===== src/rtl/qfts_pkg.sv =====
// ----------------------------------------------------------------------------
// Queue from two stacks: shared definitions
// Sizes, command codes, status codes and the output sign extension.
// ----------------------------------------------------------------------------
package qfts_pkg;

    localparam int STACK_DEPTH = 8;
    localparam int DATA_WIDTH  = 32;
    localparam int OUT_WIDTH   = 32;
    localparam int CNT_W       = $clog2(STACK_DEPTH + 1);
    localparam int ADDR_W      = (STACK_DEPTH > 1) ? $clog2(STACK_DEPTH) : 1;

    localparam logic CMD_ENQ = 1'b0;
    localparam logic CMD_DEQ = 1'b1;

    typedef enum logic [1:0] {
        ST_OK    = 2'd0,
        ST_FULL  = 2'd1,
        ST_EMPTY = 2'd2
    } t_status;

    function automatic logic [OUT_WIDTH-1:0] widen(input logic [DATA_WIDTH-1:0] v);
        logic signed [DATA_WIDTH-1:0] s;
        logic signed [63:0]           w;
        s = v;
        w = 64'(s);
        return w[OUT_WIDTH-1:0];
    endfunction

endpackage


===== src/rtl/qfts_ram.sv =====
// ----------------------------------------------------------------------------
// Queue from two stacks: stack storage
// Simple dual-port memory with one write port and one registered read port.
// ----------------------------------------------------------------------------
module qfts_ram #(
    parameter int DEPTH = 8,
    parameter int WIDTH = 32,
    parameter int AW    = (DEPTH > 1) ? $clog2(DEPTH) : 1
) (
    input  logic             i_clk,
    input  logic             i_we,
    input  logic [AW-1:0]    i_waddr,
    input  logic [WIDTH-1:0] i_wdata,
    input  logic [AW-1:0]    i_raddr,
    output logic [WIDTH-1:0] o_rdata
);

    logic [WIDTH-1:0] r_mem [DEPTH];
    logic [WIDTH-1:0] r_rdata;

    always_ff @(posedge i_clk) begin
        if (i_we) begin
            r_mem[i_waddr] <= i_wdata;
        end
        r_rdata <= r_mem[i_raddr];
    end

    assign o_rdata = r_rdata;

endmodule


===== src/rtl/queue_from_two_stacks.sv =====
// Sequence: an enqueue with room passes through S_PUSH and S_DONE; a dequeue from a non-empty
// output stack passes through S_DEQ_RD, S_DEQ_WAIT and S_DONE; a refused request goes straight
// to S_DONE. A transfer between the stacks passes through S_XFER_RD and S_XFER_WR for each
// moved element, as the registered read of the input stack feeds the output stack.
// One request is in work at a time; a stalled result holds the sequencer until it is taken.
// Reset (synchronous, active low) empties both stacks; no clearing pass is needed.
// ----------------------------------------------------------------------------
// Queue from two stacks
// A first-in first-out queue built from an input stack and an output stack,
// with a small sequencer that moves elements across one at a time.
// ----------------------------------------------------------------------------
module queue_from_two_stacks
    import qfts_pkg::*;
(
    input  logic                        i_clk,
    input  logic                        i_rst_n,
    input  logic                        i_valid,
    output logic                        o_stall,
    input  logic                        i_command,
    input  logic signed [31:0]          i_value_in,
    output logic                        o_valid,
    input  logic                        i_stall,
    output logic signed [OUT_WIDTH-1:0] o_value_out,
    output logic [1:0]                  o_status,
    output logic                        o_now_empty
);

    typedef enum logic [2:0] {
        S_IDLE,
        S_XFER_RD,
        S_XFER_WR,
        S_PUSH,
        S_DEQ_RD,
        S_DEQ_WAIT,
        S_DONE
    } t_state;

    t_state                r_state;
    logic                  r_cmd;
    logic [DATA_WIDTH-1:0] r_val;
    logic [CNT_W-1:0]      r_in_cnt;
    logic [CNT_W-1:0]      r_out_cnt;
    logic [OUT_WIDTH-1:0]  r_res_val;
    t_status               r_res_st;
    logic                  r_o_valid;
    logic [OUT_WIDTH-1:0]  r_o_value;
    logic [1:0]            r_o_status;
    logic                  r_o_empty;

    logic                  accept;
    logic                  out_free;
    logic                  in_full;
    logic [CNT_W-1:0]      in_top;
    logic [CNT_W-1:0]      out_top;

    logic                  in_we;
    logic [ADDR_W-1:0]     in_waddr;
    logic [ADDR_W-1:0]     in_raddr;
    logic [DATA_WIDTH-1:0] in_rdata;
    logic                  out_we;
    logic [ADDR_W-1:0]     out_waddr;
    logic [ADDR_W-1:0]     out_raddr;
    logic [DATA_WIDTH-1:0] out_rdata;

    assign accept   = i_valid && !o_stall;
    assign out_free = !r_o_valid || !i_stall;
    assign in_full  = (r_in_cnt == CNT_W'(STACK_DEPTH));
    assign in_top   = r_in_cnt - CNT_W'(1);
    assign out_top  = r_out_cnt - CNT_W'(1);

    assign in_we     = (r_state == S_PUSH);
    assign in_waddr  = r_in_cnt[ADDR_W-1:0];
    assign in_raddr  = in_top[ADDR_W-1:0];
    assign out_we    = (r_state == S_XFER_WR);
    assign out_waddr = r_out_cnt[ADDR_W-1:0];
    assign out_raddr = out_top[ADDR_W-1:0];

    qfts_ram #(
        .DEPTH (STACK_DEPTH),
        .WIDTH (DATA_WIDTH)
    ) u_in_stack (
        .i_clk   (i_clk),
        .i_we    (in_we),
        .i_waddr (in_waddr),
        .i_wdata (r_val),
        .i_raddr (in_raddr),
        .o_rdata (in_rdata)
    );

    qfts_ram #(
        .DEPTH (STACK_DEPTH),
        .WIDTH (DATA_WIDTH)
    ) u_out_stack (
        .i_clk   (i_clk),
        .i_we    (out_we),
        .i_waddr (out_waddr),
        .i_wdata (in_rdata),
        .i_raddr (out_raddr),
        .o_rdata (out_rdata)
    );

    always_ff @(posedge i_clk) begin
        if (!i_rst_n) begin
            r_state    <= S_IDLE;
            r_in_cnt   <= '0;
            r_out_cnt  <= '0;
            r_o_valid  <= 1'b0;
            r_cmd      <= CMD_ENQ;
            r_val      <= '0;
            r_res_val  <= '0;
            r_res_st   <= ST_OK;
            r_o_value  <= '0;
            r_o_status <= '0;
            r_o_empty  <= 1'b1;
        end else begin
            if (r_o_valid && !i_stall && (r_state != S_DONE)) begin
                r_o_valid <= 1'b0;
            end
            unique case (r_state)
                S_IDLE: begin
                    if (accept) begin
                        r_cmd     <= i_command;
                        r_val     <= i_value_in[DATA_WIDTH-1:0];
                        r_res_val <= '0;
                        r_res_st  <= ST_OK;
                        if (i_command == CMD_ENQ) begin
                            if (!in_full) begin
                                r_state <= S_PUSH;
                            end else if (r_out_cnt != '0) begin
                                r_res_st <= ST_FULL;
                                r_state  <= S_DONE;
                            end else begin
                                r_state <= S_XFER_RD;
                            end
                        end else begin
                            if (r_out_cnt != '0) begin
                                r_state <= S_DEQ_RD;
                            end else if (r_in_cnt == '0) begin
                                r_res_st <= ST_EMPTY;
                                r_state  <= S_DONE;
                            end else begin
                                r_state <= S_XFER_RD;
                            end
                        end
                    end
                end
                S_XFER_RD: begin
                    r_in_cnt <= in_top;
                    r_state  <= S_XFER_WR;
                end
                S_XFER_WR: begin
                    r_out_cnt <= r_out_cnt + CNT_W'(1);
                    if (r_in_cnt != '0) begin
                        r_state <= S_XFER_RD;
                    end else if (r_cmd == CMD_DEQ) begin
                        r_state <= S_DEQ_RD;
                    end else begin
                        r_state <= S_PUSH;
                    end
                end
                S_PUSH: begin
                    r_in_cnt <= r_in_cnt + CNT_W'(1);
                    r_state  <= S_DONE;
                end
                S_DEQ_RD: begin
                    r_out_cnt <= out_top;
                    r_state   <= S_DEQ_WAIT;
                end
                S_DEQ_WAIT: begin
                    r_res_val <= widen(out_rdata);
                    r_state   <= S_DONE;
                end
                S_DONE: begin
                    if (out_free) begin
                        r_o_valid  <= 1'b1;
                        r_o_value  <= r_res_val;
                        r_o_status <= r_res_st;
                        r_o_empty  <= (r_in_cnt == '0) && (r_out_cnt == '0);
                        r_state    <= S_IDLE;
                    end
                end
                default: begin
                    r_state <= S_IDLE;
                end
            endcase
        end
    end

    assign o_stall     = (r_state != S_IDLE);
    assign o_valid     = r_o_valid;
    assign o_value_out = r_o_value;
    assign o_status    = r_o_status;
    assign o_now_empty = r_o_empty;

endmodule


===== config.mk =====
export PLATFORM = sky130hd
export DESIGN_NAME = queue_from_two_stacks
export DESIGN_NICKNAME = d
export VERILOG_FILES = /design/src/rtl/qfts_pkg.sv /design/src/rtl/qfts_ram.sv /design/src/rtl/queue_from_two_stacks.sv
export SDC_FILE = /design/constraint.sdc
export NUM_CORES = 1
export LEC_CHECK = 0
export ABC_AREA = 1
export BUFFER_PORTS_ARGS = -buffer_cell sky130_fd_sc_hd__buf_2
export CAP_MARGIN = 25
export CORE_ASPECT_RATIO = 1.2
export CORE_MARGIN = 1.5
export CORE_UTILIZATION = 30
export CTS_BUF_LIST = sky130_fd_sc_hd__clkbuf_8
export DETAILED_ROUTE_END_ITERATION = 8
export PLACE_DENSITY = 0.45
export SLEW_MARGIN = 20
export SYNTH_ARGS = -nofsm -noshare
export SYNTH_HDL_FRONTEND = slang
export SYNTH_SLANG_ARGS = --single-unit

===== constraint.sdc =====
create_clock -name i_clk -period 5.6 [get_ports i_clk]
set_clock_uncertainty 0.05 [all_clocks]
set_input_delay 0 -clock i_clk [delete_from_list [all_inputs] [get_ports i_clk]]
set_output_delay 0 -clock i_clk [all_outputs]
set_load 0.02 [all_outputs]

* Word-level counts from Yosys, hierarchy flattened
Memory sizes are Yosys's and may differ from the RTL's. A register that Yosys moved wholly into a read port is not among the register bits.
Cells that the tools add are included.
** Operators by class
- $add $sub $neg :: 4
- Reduce and logical (&&, ||, !) cells :: 22
- Equal/unequal tests :: 10
- Multiplexer cells :: 26
** Operators by type and width (number)
- case mux 32 bit (2 select lines) :: 1
- two-way mux 32 bit :: 1
- two-way mux 3 bit :: 9
- case mux 3 bit (6 select lines) :: 1
- case mux 4 bit (2 select lines) :: 2
- == test 3 bit (second input constant) :: 3
- two-way mux 1 bit :: 9
- adder 4 x 1 -> 4 bit (second input constant) :: 2
- logical NOT 4 bit :: 2
- AND reduction 2 bit :: 4
- nonzero test 4 bit :: 2
- subtractor 4 x 1 -> 4 bit (second input constant) :: 2
- == test 3 x 2 -> 1 bit (second input constant) :: 2
- two-way mux 2 bit :: 3
- nonzero test 2 bit :: 3
- == test 4 bit (second input constant) :: 1
- logical AND 1 bit :: 4
- inequality test 2 bit (second input constant) :: 2
- == test 3 x 1 -> 1 bit (second input constant) :: 1
- logical NOT 1 bit :: 3
- logical NOT 3 bit :: 1
- inequality test 3 bit (second input constant) :: 1
- nonzero test 3 bit :: 1
- OR reduction 2 bit :: 1
- logical OR 1 bit :: 1
** Word-level totals
- Bits in writable memories :: 512
- Bits in registers :: 114
- Memories kept :: 2
- Word-level logic and storage cells :: 75
- Output and inout bits :: 37
** Memories
- u_in_stack.r_mem :: depth 8, bits a word 32, read ports 1, clocked after memory_dff 1, wr ports 1, RTL line qfts_ram.sv:18 : logic [WIDTH-1:0] r_mem [DEPTH];
- u_out_stack.r_mem :: depth 8, bits a word 32, read ports 1, clocked after memory_dff 1, wr ports 1, RTL line qfts_ram.sv:18

* Longest topological paths before layout
Gate-level depths: netlist of the first run.
- Word-level depth :: 6
- Depth in mapped cells :: 13
- Mapped depth without buffers :: 10

* Hierarchy
From an unflattened synthesis of the first run, not the netlist that was laid out.
** Unflattened totals
- Cell total of the unflattened synthesis :: 2883
- Area total of the unflattened synthesis :: 28213.3 um^2
** By module, submodules not included
- qfts_ram :: sequential area each 8328.0 um^2, area each 11872.6 um^2, instances 2, cells each 1156
- queue_from_two_stacks :: sequential area each 2282.2 um^2, area each 4468.0 um^2, instances 1, cells each 571

* Worst setup path after synthesis of the first run
Ideal clock, no wire load.
- Path type :: reg2reg
- From :: register r_out_cnt[0]
- To :: memory u_out_stack.r_mem[6][0], enable pin
- Data arrival time :: 3.968 ns
- Cell stages (with the launch flop) :: 5
- Path slack :: 1.080 ns
- Setup time :: 0.502 ns
- Cell sequence :: dfxtp_1 -> buf_4 -> buf_2 -> buf_2 -> nor4_1
** RTL lines
- start: declaration :: RTL line queue_from_two_stacks.sv:42 : logic [CNT_W-1:0] r_out_cnt;
- start signal: assignment :: RTL line queue_from_two_stacks.sv:152 : r_out_cnt <= r_out_cnt + CNT_W'(1);
- start signal: assignment :: RTL line queue_from_two_stacks.sv:166 : r_out_cnt <= out_top;
- end: declaration :: RTL line qfts_ram.sv:18
No word-level cell before the write port.

* Worst setup path in the final report of the first run
- From :: register r_out_cnt[0]
- To :: register u_out_stack.r_rdata[13], in the netlist u_out_stack.o_rdata[13] (read register of u_out_stack.r_mem)
** Between the ends
- Longest elaborated chain between the ends :: 1
** Ends and longest elaborated chain
- subtractor 4 x 1 -> 4 bit :: RTL line queue_from_two_stacks.sv:69 : assign out_top = r_out_cnt - CNT_W'(1);
- end: declaration :: RTL line qfts_ram.sv:19 : logic [WIDTH-1:0] r_rdata;
Every way passes these cells.
A chain may end at the register's enable or synchronous reset.

==> flow_summary.toml, run 1 <==
[sta]
slew_headroom_pct = 35.07
setup_violations = 0
finalCriticalPeriod_ps = 3591
hold_viol = 0
slew_viol_final = 0
rsz0062_at_grt = "false"
final.setup.tns_ps = 0
worst_slew_pin_slew_ps = 973.9
finalCritPeriodShare_pct = 64.13
fmax_mhz = 278.4

[clock_network]
cts_root_buffer = "clkbuf_8"
cts_hold_buffers = 56
clk_pin_slew_ps = 60
clockBufferDepth = 3
post-cts-setup-buffer-count = 0
cts_sinks = 690
clock_latency_ps = 710
cts_tree = "yes"
cts_htree_levels = 3
cts.repair.resized = 0
cts_buffers = 110

[setup_path]
regToRegSetupSlack_ps = 2010
ff2ff_path_depth = 7
startpoint_type = "register"
cp.required_ps = 6190
critPathMaxFanout = 47
timing.rr.end = "u_out_stack.o_rdata[13]"
critPathArrivalTime_ps = 4190
worstSetupPathType = "register to register"
r2r_start = "r_out_cnt[0]"
end_kind = "register"

[finish]
regArea_um2 = 18950
drive_gt1_share_pct = 14.75
nFillCells = 8330
area_growth_pct = 16.67
multiInputGateArea_um2 = 6043
finalNetCount = 2216

[routing]
wl_mm = 63.46
initialDrtViolationCount = 838
via_per_inst = 4.751
drc = 0
firstDrtPassIters = 5
ant_nets = 0
wl_per_cell_um = 18.68
vias = 16140

[global_routing]
grt_max_degree = 92
grt_remaining_overflow = 0
grt_pass1_vias = 16080
antenna_found_initial = 1
grt_pass1_wl_mm = 95.92
grt_usage_pct = 14.42

[logic_synthesis]
netlist_area_um2 = 25620
syn_area_per_cell_um2 = 12.57
seq_area_frac_synth_pct = 73.91
ys_types = 37
synth_warnings = 0
yosysTopAreaCellShare_pct = 60.00
synth.area.top_cells = "edfxtp_1 (60%), dfxtp_1 (14%), nor2_1 (6.0%)"
async_reset_ff_share_pct = 0
yosysMostFrequentCell = "edfxtp_1"
netlist_instances = 2039
ys.flop_type = "edfxtp_1"
ys_ff_latch = 690
synth_edf_count = 512
synth_common_cells = "edfxtp_1 (512), nor2_1 (411), o21ai_0 (220)"
synth_top_area_cell = "edfxtp_1"
syn_nets = 2082

[power]
power_leakage_nw = 10.50
power_frac_clock_pct = 26.9
sw_frac_of_total_pct = 35.43
peakVddDrop_uv = 315.0
power.internal_mw = 10.23
combPwrFrac_pct = 27.9
power_mw = 15.84
switchingPower_mw = 5.612
pwr-share-seq_pct = 45.2
pwr_density_cell_nw_per_um2 = 529.8

[floorplan]
die-area_um2 = 87180
die_h_um = 323.1
io_pins = 74
fp.coreArea_um2 = 84760
start_util_pct = 30.23
die_x_um = 269.8
row_count = 117

[place]
dp_hpwl_mm = 34.38
port_buffers = 73
gp_congestion = 0.7646

[worst_hold_path]
hold_path_depth = 4
hold_class = "primary input to register"
hp-start = "i_value_in[13]"
min_to = "r_val[13]"

[status]
outcome = "finished clean"

[flow_run]
drv_cap = 0
-- stage by stage --
step	worst slack [ps]	instance area (um^2)	util, %	cells	hold slack (ps)
finish	2009	29890	35.27	3397	49.48
global route	1804	29890	35.27	3396	55.54
CTS	2018	29890	35.26	3394	1.487
detailed placement	2062	27090	31.96	3135	204.4
global placement	2125	27080	31.95	3135	203.3
floorplan	1080	25620	-	2039	92.91
-- area by class of cell --
type | instances | area share [%]
diodes | 3 | 0.02511
flip-flops and latches | 690 | 63.37
clock inverters | 66 | 1.184
multi-input cells | 1189 | 20.22
repair buffers | 160 | 3.876
well taps | 1130 | 4.729
clock buffers | 137 | 6.307
inverters | 22 | 0.2888
-- routing by layer --
metal | part of all wire, % | track usage (%)
met5 | 0 | 0
met1 | 42 | 16.82
met4 | 3.7 | 6.380
met3 | 3.7 | 2.316
met2 | 51 | 26.11
-- power groups by stage --
stage / Sequential (mW) / Combinational (mW) / Clock [mW]
2_1_floorplan: 6.87 / 3.17 / 0
3_3_place_gp: 7.27 / 4.37 / 0
3_5_place_dp: 7.30 / 4.44 / 0
4_1_cts: 7.19 / 4.50 / 4.41
5_1_grt: 7.25 / 4.92 / 4.61
6_report: 7.16 / 4.41 / 4.27
-- cell usage in the layout (no fill, tap or decap), types with 4 or more instances in the layout --
| master | Yosys | layout |
|---|---|---|
| nand4_1 | 32 | 32 |
| o21ai_1 | 14 | 14 |
| nor3_2 | 0 | 5 |
| inv_1 | 12 | 49 |
| dlygate4sd3_1 | 0 | 56 |
| nand2_1 | 197 | 197 |
| nand2_2 | 4 | 4 |
| o32ai_1 | 64 | 64 |
| o21ai_0 | 220 | 220 |
| nor2_1 | 411 | 401 |
| dfxtp_1 | 178 | 176 |
| ha_1 | 6 | 5 |
| buf_4 | 10 | 31 |
| mux2_2 | 32 | 32 |
| clkbuf_8 | 0 | 137 |
| edfxtp_1 | 512 | 512 |
| buf_2 | 50 | 73 |
| nor3_1 | 9 | 4 |
| nand3_1 | 42 | 41 |
| o22ai_1 | 64 | 64 |
| nor2_4 | 3 | 13 |
| clkinv_1 | 0 | 11 |
| clkinv_2 | 0 | 14 |
| inv_2 | 10 | 8 |
| a21oi_1 | 77 | 77 |
-- registers in the layout (all words and copies together) (netlist names), 2 cells and up --
name and count:
u_in_stack.o_rdata 32, r_out_cnt 4, u_out_stack.r_mem 256, r_in_cnt 4, r_res_val 32, u_in_stack.r_mem 256
o_status 2, u_out_stack.o_rdata 32, o_value_out 32, r_state 3, r_val 32, r_res_st 2
-- worst max-delay path by stage --
stage | start | to | cells after the start
floorplan | r_out_cnt[0] | u_out_stack.r_mem[6][0] | 4
global placement | r_in_cnt[0] | u_in_stack.o_rdata[12] | 8
detailed placement | r_out_cnt[0] | u_out_stack.o_rdata[31] | 7
CTS | r_in_cnt[0] | u_in_stack.o_rdata[9] | 8
global route | r_out_cnt[0] | u_out_stack.o_rdata[31] | 7
finish | r_out_cnt[0] | u_out_stack.o_rdata[13] | 7
-- worst max-delay path, stage by stage, from the launching register on --
cell	delay, ps
dfxtp_4	650
clkinv_2	610
ha_1	510
inv_1	510
buf_4	600
o21ai_0	210
o22ai_1	160
mux2_2	170
-- logic make-up after synthesis --
group           count (synthesis)  share of synthesized area, %
simple gates                  701                         11.04
mux                            32                         1.406
flops                         690                         73.91
buf+inv                       160                         3.032
fa+ha+maj                       6                        0.2930
xor+xnor                        4                        0.2393
compound gates                446                         10.08
No activity file was read; power rests on OpenSTA's default activity.
==> inputs of run 2 (changes only) <==
==> constraint.sdc (replaced) <==
create_clock -name i_clk -period 3.55 [get_ports i_clk]
set_clock_uncertainty 0.05 [all_clocks]
set_input_delay 0 -clock i_clk [delete_from_list [all_inputs] [get_ports i_clk]]
set_output_delay 0 -clock i_clk [all_outputs]
set_load 0.02 [all_outputs]
==> run 2 against run 1 <==
Effect of this change:
- die area did not move
- worst setup slack got worse by 1500 ps
- via count rose by 0.73%
- final cell count rose by 1.5%
- fmax rose by 20%
- sequential share of layout area fell by 1.4 points
- hold slack improved by 34 ps
- largest cell class unchanged
- final area rose by 2.2%
- utilization rose by 0.79 points
- clock power rose by 58%
- first-iteration DRC count rose by 12%
==> flow_summary.toml, run 2 (synthesis results as in run 1) <==
[power]
switchingPower_mw = 8.902
power.internal_mw = 16.32
sw_frac_of_total_pct = 35.29
combPwrFrac_pct = 28.4
power_frac_clock_pct = 26.8
pwr-share-seq_pct = 44.8
pwr_density_cell_nw_per_um2 = 825.3
peakVddDrop_uv = 463.8
power_leakage_nw = 10.85

[clock_network]
cts_sinks = 690
post-cts-setup-buffer-count = 0
cts_root_buffer = "clkbuf_8"
cts_tree = "yes"
cts_hold_buffers = 94
clockBufferDepth = 3
cts_buffers = 110
clk_pin_slew_ps = 60
cts.repair.resized = 0
cts_htree_levels = 3
clock_latency_ps = 730

[finish]
final_cell_mix = "edfxtp_1 (512), nor2_1 (401), o21ai_0 (220)"
area_growth_pct = 19.29
mostFrequentLayoutCell = "edfxtp_1"
top_regs = "u_in_stack.r_mem (256), u_out_stack.r_mem (256)"
regArea_um2 = 18950
nFillCells = 8311
drive_gt1_share_pct = 15.11
finalNetCount = 2265
multiInputGateArea_um2 = 6066

[routing]
ant_nets = 0
via_per_inst = 4.715
firstDrtPassIters = 5
drc = 0
wl_per_cell_um = 18.54
vias = 16260
initialDrtViolationCount = 935
wl_mm = 63.93

[floorplan]
die-area_um2 = 87180
start_util_pct = 30.23
die_x_um = 269.8
row_count = 117
die_h_um = 323.1
io_pins = 74
fp.coreArea_um2 = 84760

[worst_hold_path]
hold_class = "primary input to register"

[flow_run]
drv_cap = 0

[setup_path]
cp.required_ps = 4140
startpoint_type = "register"
critPathSlowestCell = "inv_2"
end_kind = "register"
worstSetupPathType = "register to register"
path_cells = "buf_4, nor2_4, nand2_2, inv_2, nand2_2, inv_2, nand2_1, a21oi_1, dlygate4sd3_1"
critical_path.max_stage_delay_ps = 680
critPathArrivalTime_ps = 3580
critPathMaxFanout = 35

[place]
preCtsSetupSlack_ps = 872.6
gp_congestion = 0.7344
dp_hpwl_mm = 36.44
port_buffers = 73

[global_routing]
grt_usage_pct = 14.56
grt_max_degree = 99
met1_usage_pct = 17.44
grt_pass1_vias = 16520
top_usage_layer = "met2"
grtUsageMet2_pct = 25.81
grt_pass1_wl_mm = 97.34
grt_remaining_overflow = 0
antenna_found_initial = 3
use_met3_pct = 2.309

[sta]
worst_slew_pin_slew_ps = 786.0
finalCriticalPeriod_ps = 2995
slew_headroom_pct = 47.60
finalCritPeriodShare_pct = 84.35
fmax_mhz = 333.9
final.setup.tns_ps = 0
worst_slack_ps = 555.4
setup_violations = 0
rsz0062_at_grt = "false"
hold_viol = 0
slew_viol_final = 0

[status]
outcome = "finished clean"
==> run 2: changes by cell type in the layout (fill, tap and decap cells not counted), sizes merged <==
cell	delta
clkbuf	-5
diode	-1
clkinv	+6
dlygate4sd3	+38
buf	+11
inv	+2
==> run 2: worst paths after layout <==
check	from	end	slack, ps	cells past startpoint
worst min-delay path	i_value_in[18]	r_val[18]	80	4
worst min register to register	r_cmd	r_cmd	430	2
worst max register to register	r_state[0]	r_val[23]	560	9
worst max-delay path	r_state[0]	r_val[23]	560	9
==> run 2: power by group through the flow <==
stage                     clock, mW  sequential [mW]  combinational, mW
final                          6.76             11.3               7.16
after global routing           7.32             11.4               8.02
after CTS                      6.98             11.3               7.32
after detailed placement          0             11.5               7.15
after global placement            0             11.5               7.09
after floorplan                   0             10.8               5.01
==> run 2: final cells by class <==
type                       count  area share (%)
timing repair buffer         209           5.903
clock inverter                74           1.400
clock buffer                 132           5.944
tap                         1130           4.626
sequential                   690           61.98
multi-input combinational   1189           19.85
inverter                      22          0.2825
antenna                        2         0.01637
==> run 2: through the flow <==
step	hold WS, ps	total power [mW]	std cells	cell area, um^2	utilization, %
floorplan	92.91	15.85	2039	25640	-
global placement	203.8	18.56	3144	27330	32.24
detailed placement	209.5	18.66	3144	27330	32.24
CTS	19.72	25.65	3444	30510	36.00
global route	86.35	26.78	3447	30560	36.06
finish	83.85	25.22	3448	30570	36.06
==> run 2: per-layer routing <==
layer | routed length [um] | share of wire, % | vias up
met5 | 0 | 0 | -
met2 | 32220 | 50 | 311
li1 | - | - | 7769
met1 | 27200 | 43 | 8064
met4 | 2274 | 3.6 | 0
met3 | 2238 | 3.5 | 112
==> run 2: critical path: cells and delay by family (launching register included) <==
kind | cells | cell delay (ps)
AO/OA/AOI/OAI | 1 | 160
buffers and inverters | 4 | 1560
flip-flops | 1 | 340
AND/OR/NAND/NOR | 4 | 750
==> inputs of run 3 (changes only) <==
--- a/config.mk
+++ b/config.mk
@@ -13,7 +13,7 @@
 export CORE_UTILIZATION = 30
 export CTS_BUF_LIST = sky130_fd_sc_hd__clkbuf_8
 export DETAILED_ROUTE_END_ITERATION = 8
-export PLACE_DENSITY = 0.45
+export PLACE_DENSITY = 0.47
 export SLEW_MARGIN = 20
 export SYNTH_ARGS = -nofsm -noshare
 export SYNTH_HDL_FRONTEND = slang
==> constraint.sdc (replaced) <==
create_clock -name i_clk -period 2.6 [get_ports i_clk]
set_clock_uncertainty 0.05 [all_clocks]
set_input_delay 0 -clock i_clk [delete_from_list [all_inputs] [get_ports i_clk]]
set_output_delay 0 -clock i_clk [all_outputs]
set_load 0.02 [all_outputs]
==> run 3 against run 2 <==
Effect of this change:
- final cell count up 0.38%
- hold slack better by 62 ps
- register-to-register slack got worse by 360 ps
- via count is 0.38% higher
- critical path depth stayed put
- routed wire length is 1.3% lower
- total power up 35%
- clock power rose by 28%
- non-clock buffer count grew 16
- count of clock-buffer cells in the layout shrank 5
- sequential power grew 36%
==> flow_summary.toml, run 3 (synthesis results as in run 1) <==
[status]
outcome = "finished clean"

[power]
pwr_density_cell_nw_per_um2 = 1108
power_leakage_nw = 10.79
peakVddDrop_uv = 612.7

[clock_network]
cts_tree = "yes"
cts_buffers = 108
cts_htree_levels = 3
clockBufferDepth = 3
clock_latency_ps = 730
cts_sinks = 690
clk_pin_slew_ps = 60
cts_root_buffer = "clkbuf_8"
post-cts-setup-buffer-count = 0

[setup_path]
cp.required_ps = 3220
critical_path.max_stage_delay_ps = 550
critPathArrivalTime_ps = 3030
worstSetupPathType = "register to register"
crit_path_frequent_cell = "nand2_2"
path_delay_family = "buffers and inverters"
critPathMaxFanout = 68
critPathSlowestCell = "dlygate4sd3_1"
cp_num_buf_inv = 4
startpoint_type = "register"
end_kind = "register"
path_cells = "buf_4, nor2_4, nand2_2, inv_2, nand2_2, buf_12, nand2_1, a21oi_1, dlygate4sd3_1"

[sta]
finalCritPeriodShare_pct = 92.64
fmax_mhz = 415.2
worst_slew_pin_slew_ps = 978.2
slew_headroom_pct = 34.79
setup_violations = 0
hold_viol = 0
final.setup.tns_ps = 0
finalCriticalPeriod_ps = 2409
slew_viol_final = 0
rsz0062_at_grt = "false"
whs_ps = 145.7

[floorplan]
io_pins = 74
start_util_pct = 30.23
die-area_um2 = 87180
die_x_um = 269.8
row_count = 117
fp.coreArea_um2 = 84760
die_h_um = 323.1

[place]
port_buffers = 73
gp_congestion = 0.7543
dp_hpwl_mm = 34.95

[global_routing]
grt_max_degree = 131
grt_pass1_wl_mm = 96.76
antenna_found_initial = 1
grt_remaining_overflow = 0
grt_pass1_vias = 16530
grt_usage_pct = 14.46

[finish]
drive_gt1_share_pct = 14.39
top_regs = "u_in_stack.r_mem (256), u_out_stack.r_mem (256)"
final_cell_mix = "edfxtp_1 (512), nor2_1 (401), o21ai_0 (220)"
nFillCells = 8245
finalNetCount = 2279
area_growth_pct = 19.76
mostFrequentLayoutCell = "edfxtp_1"

[routing]
initialDrtViolationCount = 888
drc = 0
firstDrtPassIters = 5
wl_mm = 63.12
via_per_inst = 4.715
vias = 16320
ant_nets = 0
wl_per_cell_um = 18.24

[flow_run]
drv_cap = 0

[worst_hold_path]
hold_class = "primary input to register"
[run 3: where the power goes]
group | total [mW] | leakage, nW | internal, mW | switching (mW)
clock network | 8.63 | 1.27 | 4.46 | 4.17
registers | 15.4 | 6.14 | 13.9 | 1.55
logic | 9.95 | 3.38 | 3.66 | 6.29
[run 3: worst register-to-register path: cells and delay by family (launching register included)]
family / cells / cell delay, ps
buffers and inverters: 4 / 1300
DFF: 1 / 410
AOI/OAI and AO/OA: 1 / 150
and+or+nand+nor: 4 / 440
[run 3: repair_timing]
item	CTS	global route
endpoints found under the hold margin	114	0
resized for setup	0	2
hold buffers	103	0
endpoints found under the setup margin	0	24
[run 3: layout make-up]
type	instances	area, um^2	area share, %
flip-flops and latches	690	18950	61.74
multi-input cells	1189	6066	19.77
diodes	3	7.507	0.02446
repair buffers	225	2072	6.752
well taps	1130	1414	4.607
inverters	22	86.33	0.2813
clock buffers	127	1748	5.696
clock inverters	75	347.8	1.133
[run 3: layer usage]
metal / global-route usage [%] / part of all wire (%)
met5: 0 / 0
met2: 25.94 / 51
met3: 2.242 / 4.1
met4: 6.854 / 3.7
met1: 16.93 / 42
[run 3: final timing paths]
path         startpoint   endpoint  slack, ps  cells after the start
min reg2reg       r_cmd      r_cmd        430                      2
max reg2reg  r_state[0]  r_val[16]        190                      9
max          r_state[0]  r_val[16]        190                      9
min           i_command      r_cmd        150                      4
[run 3: stage by stage]
step	worst slack (ps)	std cells	utilization (%)	instance area, um^2	total power [mW]
CTS	69.51	3458	36.19	30670	34.56
floorplan	-935.5	2039	-	25690	21.68
global placement	515.2	3153	32.50	27550	25.38
detailed placement	462.1	3153	32.50	27550	25.55
global route	22.02	3459	36.20	30680	36.09
finish	191.4	3461	36.20	30690	34.01
